--- src/rtl/tlg_pkg.sv ---
package tlg_pkg;

	// Grid geometry.
	localparam int GRID_WIDTH  = 32;
	localparam int GRID_HEIGHT = 16;
	localparam int ROW_W       = (GRID_HEIGHT > 1) ? $clog2(GRID_HEIGHT) : 1;

	// Fixed field widths.
	localparam int SEL_W   = 4;
	localparam int CELLS_W = 32;
	localparam int GEN_W   = 14;
	localparam int NBR_W   = 4;

	// Stream data widths, padded to whole bytes.
	localparam int IN_RAW_W  = SEL_W + CELLS_W;
	localparam int IN_DATA_W = ((IN_RAW_W + 7) / 8) * 8;
	localparam int IN_PAD_W  = IN_DATA_W - IN_RAW_W;
	localparam int OUT_RAW_W  = SEL_W + CELLS_W + GEN_W;
	localparam int OUT_DATA_W = ((OUT_RAW_W + 7) / 8) * 8;
	localparam int OUT_PAD_W  = OUT_DATA_W - OUT_RAW_W;

	// Generation counter wraps to zero after this value.
	localparam logic [GEN_W-1:0] GEN_LIMIT = GEN_W'(9999);

	// Neighbor counts that matter to the rule.
	localparam logic [NBR_W-1:0] NBR_SURVIVE = NBR_W'(2);
	localparam logic [NBR_W-1:0] NBR_BIRTH   = NBR_W'(3);
	localparam logic [NBR_W-1:0] NBR_BIRTH_X = NBR_W'(6);

	// Item kinds carried on tuser.
	localparam logic MODE_STEP = 1'b0;
	localparam logic MODE_LOAD = 1'b1;

	// Per-cell control from the sequencer.
	typedef struct packed {
		logic shift;
		logic load;
	} cell_ctl_t;

	// HighLife rule: three neighbors always live, six gives birth to a dead
	// cell, two keeps a live cell.
	function automatic logic next_cell(input logic live, input logic [NBR_W-1:0] n);
		logic res;
		res = (n == NBR_BIRTH) || (!live && (n == NBR_BIRTH_X)) ||
			(live && (n == NBR_SURVIVE));
		return res;
	endfunction

endpackage

--- src/rtl/toroidal_life_generation_step.sv ---
// HighLife (B36/S23) generation stepper on a 16 by 32 grid that wraps at
// every edge.
// Input channel s_*: tuser selects the item kind. A load item writes one grid
// row and gives no result. A step item computes the next generation and
// emits all rows on m_*, row 0 first, tlast on the final row, each with the
// generation count after this step (wraps from 9999 to 0).
// The grid is a ring of row cells that rotates by one row per cycle past a
// single row rule unit while the output register can take a row, so a step
// delivers one row per cycle when the receiver never stalls. s_tready stays
// low while a step runs, so no item is taken until every row of the step
// has entered the output register; it is high otherwise, also while the final
// row still waits in the output register.
// When the receiver stalls, the ring and the row counter hold until the
// waiting row is taken; nothing is dropped.
// Reset makes every cell dead, clears the generation count and leaves no
// result pending.
module toroidal_life_generation_step (
	input  logic                             clk,
	input  logic                             arst_n,
	input  logic                             s_tvalid,
	output logic                             s_tready,
	// tdata: row_select[3:0], row_cells[35:4], zero fill[39:36]
	input  logic [tlg_pkg::IN_DATA_W-1:0]    s_tdata,
	// tuser: mode (0 step, 1 load)
	input  logic                             s_tuser,
	output logic                             m_tvalid,
	input  logic                             m_tready,
	// tdata: out_row[3:0], out_cells[35:4], generation[49:36], zero fill[55:50]
	output logic [tlg_pkg::OUT_DATA_W-1:0]   m_tdata,
	// tlast: last_row
	output logic                             m_tlast
);
	import tlg_pkg::*;

	logic                  busy_q;
	logic [ROW_W-1:0]      row_q;
	logic [GEN_W-1:0]      gen_q;
	logic [GRID_WIDTH-1:0] prev_q;
	logic [GRID_WIDTH-1:0] first_q;
	logic                  out_valid_q;
	logic                  out_last_q;
	logic [OUT_DATA_W-1:0] out_data_q;

	logic                  in_fire;
	logic                  step_start;
	logic                  load_fire;
	logic                  advance;
	logic                  last_row;
	logic [SEL_W-1:0]      row_select;
	logic [CELLS_W-1:0]    row_cells;
	logic [GRID_WIDTH-1:0] down_row;
	logic [GRID_WIDTH-1:0] new_row;
	logic [GRID_WIDTH-1:0] cell_row [GRID_HEIGHT];

	// Input decode.
	assign row_select = s_tdata[SEL_W-1:0];
	assign row_cells  = s_tdata[SEL_W +: CELLS_W];
	assign s_tready   = !busy_q;
	assign in_fire    = s_tvalid && s_tready;
	assign step_start = in_fire && (s_tuser == MODE_STEP);
	assign load_fire  = in_fire && (s_tuser == MODE_LOAD);

	// While a step runs, the ring moves one row whenever the output register can take a row.
	assign advance  = busy_q && (!out_valid_q || m_tready);
	assign last_row = (row_q == ROW_W'(GRID_HEIGHT - 1));

	// Ring of row cells: cell 0 holds the row being computed, the new row
	// enters at the far end.
	for (genvar k = 0; k < GRID_HEIGHT; k++) begin : g_cell
		cell_ctl_t             ctl;
		logic [GRID_WIDTH-1:0] shift_in;

		assign ctl.shift = advance;
		assign ctl.load  = load_fire && ({1'b0, row_select} == (SEL_W + 1)'(k));
		if (k == GRID_HEIGHT - 1) begin : g_tail
			assign shift_in = new_row;
		end else begin : g_body
			assign shift_in = cell_row[k + 1];
		end

		tlg_row_cell u_cell (
			.clk      (clk),
			.arst_n   (arst_n),
			.ctl      (ctl),
			.shift_in (shift_in),
			.load_in  (row_cells[GRID_WIDTH-1:0]),
			.row      (cell_row[k])
		);
	end

	// The last row wraps around to the saved old row 0.
	assign down_row = last_row ? first_q : cell_row[1];

	tlg_row_rule u_rule (
		.up_row   (prev_q),
		.mid_row  (cell_row[0]),
		.down_row (down_row),
		.next_row (new_row)
	);

	// Step sequencing and generation count.
	always_ff @(posedge clk or negedge arst_n) begin
		if (!arst_n) begin
			busy_q <= 1'b0;
			row_q  <= '0;
			gen_q  <= '0;
		end else if (step_start) begin
			busy_q <= 1'b1;
			row_q  <= '0;
			gen_q  <= (gen_q == GEN_LIMIT) ? '0 : gen_q + GEN_W'(1);
		end else if (advance) begin
			row_q <= row_q + ROW_W'(1);
			if (last_row) begin
				busy_q <= 1'b0;
			end
		end
	end

	// The neighbor row above the current one and the old top row.
	always_ff @(posedge clk) begin
		if (step_start) begin
			prev_q  <= cell_row[GRID_HEIGHT-1];
			first_q <= cell_row[0];
		end else if (advance) begin
			prev_q <= cell_row[0];
		end
	end

	// Output register valid flag.
	always_ff @(posedge clk or negedge arst_n) begin
		if (!arst_n) begin
			out_valid_q <= 1'b0;
		end else if (advance) begin
			out_valid_q <= 1'b1;
		end else if (m_tready) begin
			out_valid_q <= 1'b0;
		end
	end

	// Output register payload.
	always_ff @(posedge clk) begin
		if (advance) begin
			out_last_q <= last_row;
			out_data_q <= {{OUT_PAD_W{1'b0}}, gen_q, CELLS_W'(new_row), SEL_W'(row_q)};
		end
	end

	assign m_tvalid = out_valid_q;
	assign m_tdata  = out_data_q;
	assign m_tlast  = out_last_q;

endmodule

--- src/rtl/tlg_row_cell.sv ---
module tlg_row_cell (
	input  logic                         clk,
	input  logic                         arst_n,
	input  tlg_pkg::cell_ctl_t           ctl,
	input  logic [tlg_pkg::GRID_WIDTH-1:0] shift_in,
	input  logic [tlg_pkg::GRID_WIDTH-1:0] load_in,
	output logic [tlg_pkg::GRID_WIDTH-1:0] row
);
	import tlg_pkg::*;

	logic [GRID_WIDTH-1:0] row_q;

	// One grid row: takes its neighbor's row when the chain rotates, or a
	// new row from a load item.
	always_ff @(posedge clk or negedge arst_n) begin
		if (!arst_n) begin
			row_q <= '0;
		end else if (ctl.load) begin
			row_q <= load_in;
		end else if (ctl.shift) begin
			row_q <= shift_in;
		end
	end

	assign row = row_q;

endmodule

--- src/rtl/tlg_row_rule.sv ---
module tlg_row_rule (
	input  logic [tlg_pkg::GRID_WIDTH-1:0] up_row,
	input  logic [tlg_pkg::GRID_WIDTH-1:0] mid_row,
	input  logic [tlg_pkg::GRID_WIDTH-1:0] down_row,
	output logic [tlg_pkg::GRID_WIDTH-1:0] next_row
);
	import tlg_pkg::*;

	// Every column counts its eight neighbors, wrapping at the side edges.
	for (genvar c = 0; c < GRID_WIDTH; c++) begin : g_col
		localparam int CL = (c + GRID_WIDTH - 1) % GRID_WIDTH;
		localparam int CR = (c + 1) % GRID_WIDTH;
		logic [NBR_W-1:0] nbr;

		assign nbr = NBR_W'(up_row[CL]) + NBR_W'(up_row[c]) + NBR_W'(up_row[CR]) +
			NBR_W'(mid_row[CL]) + NBR_W'(mid_row[CR]) +
			NBR_W'(down_row[CL]) + NBR_W'(down_row[c]) + NBR_W'(down_row[CR]);
		assign next_row[c] = next_cell(mid_row[c], nbr);
	end

endmodule

--- config.mk ---
export PLATFORM = sky130hd
export DESIGN_NAME = toroidal_life_generation_step
export DESIGN_NICKNAME = d
export VERILOG_FILES = /design/src/rtl/tlg_pkg.sv /design/src/rtl/toroidal_life_generation_step.sv /design/src/rtl/tlg_row_cell.sv /design/src/rtl/tlg_row_rule.sv
export SDC_FILE = /design/constraint.sdc
export NUM_CORES = 2
export LEC_CHECK = 0
export CAP_MARGIN = 20
export CORE_MARGIN = 1
export CORE_UTILIZATION = 35
export DETAILED_ROUTE_END_ITERATION = 7
export DONT_BUFFER_PORTS = 1
export HOLD_SLACK_MARGIN = 0.12
export PLACE_DENSITY_LB_ADDON = 0.08
export SYNTH_ARGS = -nofsm -noshare
export SYNTH_HDL_FRONTEND = slang
export SYNTH_SLANG_ARGS = --single-unit
--- constraint.sdc ---
create_clock -name clk -period 5.5 [get_ports clk]
set_input_delay 0.825 -clock clk [delete_from_list [all_inputs] [get_ports clk]]
set_output_delay 0.825 -clock clk [all_outputs]
set_load 0.005 [all_outputs]
==> results.toml <==
[outcome]
run_status = "complete, but fails checks"
violations = "hold timing, slew limit"

[detailed_routing]
dr_total_vias = 25165
routedWlPerCell_um = 24.4
wirelength_mm = 108
initialDrtViolationCount = 2419
drt-pass1-iter-count = 5
detail_route.vias_per_cell = 5.68
remaining_drc_errors = 0
remaining_antenna_violation_count_after_routing = 0

[worst_setup_path]
cp_max_stage_delay_ns = 0.59
end_kind = "flop"
setup.worst_path.start_class = "flop"
worstPathCellList = "ha_1, nand3_2, mux2i_1, fa_1, fa_1, inv_1, fa_1, inv_1, fa_1, a2111oi_0, mux2_2, a221o_1"
timing_worst_setup_path_type = "flop to flop"
worst_ep_required_time_ns = 6.06
timing.critical_path.buf_inv = 2
critical-path-top-delay-family = "adder cells"
critical-path-top-cell-by-count = "fa_1"
crit_path_max_fanout = 14
timing.critical_path.arrival_ns = 5.27
cpMaxStageDelayCell = "mux2i_1"

[global_routing]
grt_pass1_wl_mm = 164
antenna_found_initial = 2
gr-total-overflow = 0
gr-usage-all-layers = 0.227
grt_pass1_vias = 25453
grt_start_max_net_pins = 533

[place]
numPortBuffers = 0
post-dp-hpwl_mm = 66.3
gpl.final_weighted_congestion = 0.811
place_worst_setup_slack_ns = 0.718

[timing]
finalMaxSlewViolations = 255
layout_worst_path_cycle_share = 0.855
shortest_period_the_worst_path_allows_ns = 4.70
max_slew_margin = -0.680
worst_clock_skew_ns = 0.0309
worstMarginPinSlew_ns = 2.52
final_critical_path_setup_slack_ns = 0.797
holdWs_ns = -0.0978
clock.fmax_mhz = 213
finalSetupTns_ns = 0
grt_setup_unrepaired = "no"
setup-violations-final = 0
timing_hold_violations_final = 51

[logic_synthesis]
synth.lib_cells_used.distinct = 48
yosysWarnings = 0
edff_count_synth = 115
average_cell_area_after_synthesis_um2 = 10.3
synth.ff_latch_count = 647
yosysSeqAreaShare = 0.504
synth-async-reset-ratio = 0.822
synth_cells = 3229
post_synth_main_area_contributors = "dfrtp_1 40%, edfxtp_1 10%, a221o_1 8.2%"
post_syn_area_um2 = 33300
synth_largest_area_cell = "dfrtp_1"
top_cell_type_s_share_of_synthesized_area = 0.400
dominantRegCellSynth = "dfrtp_1"

[cells_and_area]
flow.area_growth_from_synthesis_pct = 10.9
finalNetCount = 3385
postLayoutCoreUtil = 0.394
final_layout_size_suffix_gt1_frac = 0.0602

[clock_network]
postCtsSetupBuffers = 0
latest_clock_arrival_within_the_worst_skew_pair_ns = 0.65
cts-root-to-sink-buffers = 3
cts_num_sinks = 647
root_buffer = "clkbuf_16"
gates_resized_cts_repair = 0
cts_tree = "done"
clkTransAtPathRegs_ns = 0.06
tritoncts.num_buffers = 79
cts-htree-levels = 3

[floorplanning]
dieArea_um2 = 96300
start_util = 0.355
placementRows = 112
dieHeight_um = 310
die_outline_width_um = 310
coreArea_um2 = 93700
ios = 104

[pwr]
power.static_leakage_nw = 16.0
peak_supply_drop_v = 0.000304
power_dens_cells_nw_per_um2 = 682

[flow_run]
cap_viol_max_count = 0

[min_path]
min_path_type = "primary input to async pin"
-- final timing paths --
kind                                          start                   endpoint  slack (ns)  cells past startpoint
max                                        row_q[0]  g_cell[15].u_cell.row[28]        0.80                     12
min                                          arst_n    g_cell[7].u_cell.row[6]        -0.1                      0
max reg2reg                                row_q[0]  g_cell[15].u_cell.row[28]        0.80                     12
min reg2reg                g_cell[13].u_cell.row[7]   g_cell[13].u_cell.row[7]        0.48                      2
max in group asynchronous                    arst_n                   gen_q[5]        3.61                      0
min in group clk                         s_tdata[4]   g_cell[15].u_cell.row[0]        0.33                      2
-- sequential cells by signal, summed over array words and instances, names as in the netlist --
signal,cells
g_cell.u_cell.row,512
m_tdata,50
prev_q,32
first_q,32
m_tvalid,1
busy_q,1
row_q,4
gen_q,14
m_tlast,1
-- area by class of cell --
| cell class | count | area [um^2] |
|---|---|---|
| repair buffers | 45 | 400 |
| well taps | 1254 | 1570 |
| fillers | 9108 | 56800 |
| clock inverters | 19 | 168 |
| inverters | 296 | 1120 |
| flip-flops and latches | 647 | 16800 |
| diodes | 1 | 2.50 |
| clock buffers | 120 | 2260 |
| multi-input cells | 2045 | 14600 |
-- logic make-up after synthesis --
group	after synthesis	synth area share
and+or+nand+nor	877	0.109
AOI/OAI and AO/OA	887	0.196
DFF	647	0.504
other	1	0.000113
muxes	35	0.0107
buffers and inverters	542	0.0621
xor gates and xnor gates	14	0.00369
adders and majority gates	226	0.114
-- stage by stage --
step / power (W) / cell area (um^2) / hold WS, ns / std cells
3_3_place_gp: 0.0194 / 34500 / 0.462 / 4287
5_1_grt: 0.0274 / 36900 / -0.124 / 4426
4_1_cts: 0.0254 / 36900 / -0.105 / 4426
2_1_floorplan: 0.0165 / 33300 / 0.446 / 3234
6_report: 0.0252 / 36900 / -0.0978 / 4427
3_5_place_dp: 0.0201 / 34500 / 0.471 / 4287
-- cell usage in the layout, fill, tap and decap left out, drive strengths merged, types with 45 or more instances in the layout --
cell type,count
buf,45
inv,298
ha,98
nor2,319
clkbuf,120
o21ai,271
dfrtp,532
nand2,411
a221o,271
edfxtp,115
fa,128
a22oi,209
or3,56
a21oi,62
-- cells in the mapped netlist, types with 3 or more instances --
master,n
a21oi_1,62
a221o_1,271
a22oi_1,209
a31oi_1,8
a41oi_1,30
buf_1,12
buf_2,7
buf_4,6
clkbuf_1,221
dfrtp_1,532
edfxtp_1,115
fa_1,128
ha_1,98
inv_1,295
mux2_2,4
mux2i_1,31
nand2_1,411
nand2b_1,6
nand3_1,36
nor2_1,318
nor2b_1,4
nor3_1,22
nor3_2,3
o211ai_1,25
o21ai_0,271
o31ai_1,7
or3_1,56
xnor2_1,4
xor2_1,10
-- routing by layer --
layer	wire [um]	vias to the layer above	global-route usage
met2	48800	761	0.352
met5	9	-	0
met3	6250	166	0.0382
met4	2100	2	0.0554
li1	-	11238	-
met1	50700	12998	0.328
-- power by group --
part / switching (W) / leakage, nW / internal, W
registers: 0.00146 / 8.32 / 0.00701
logic: 0.00691 / 6.51 / 0.00475
clock network: 0.00212 / 1.19 / 0.00292
Note: power is estimated with default switching activity, not from simulation.
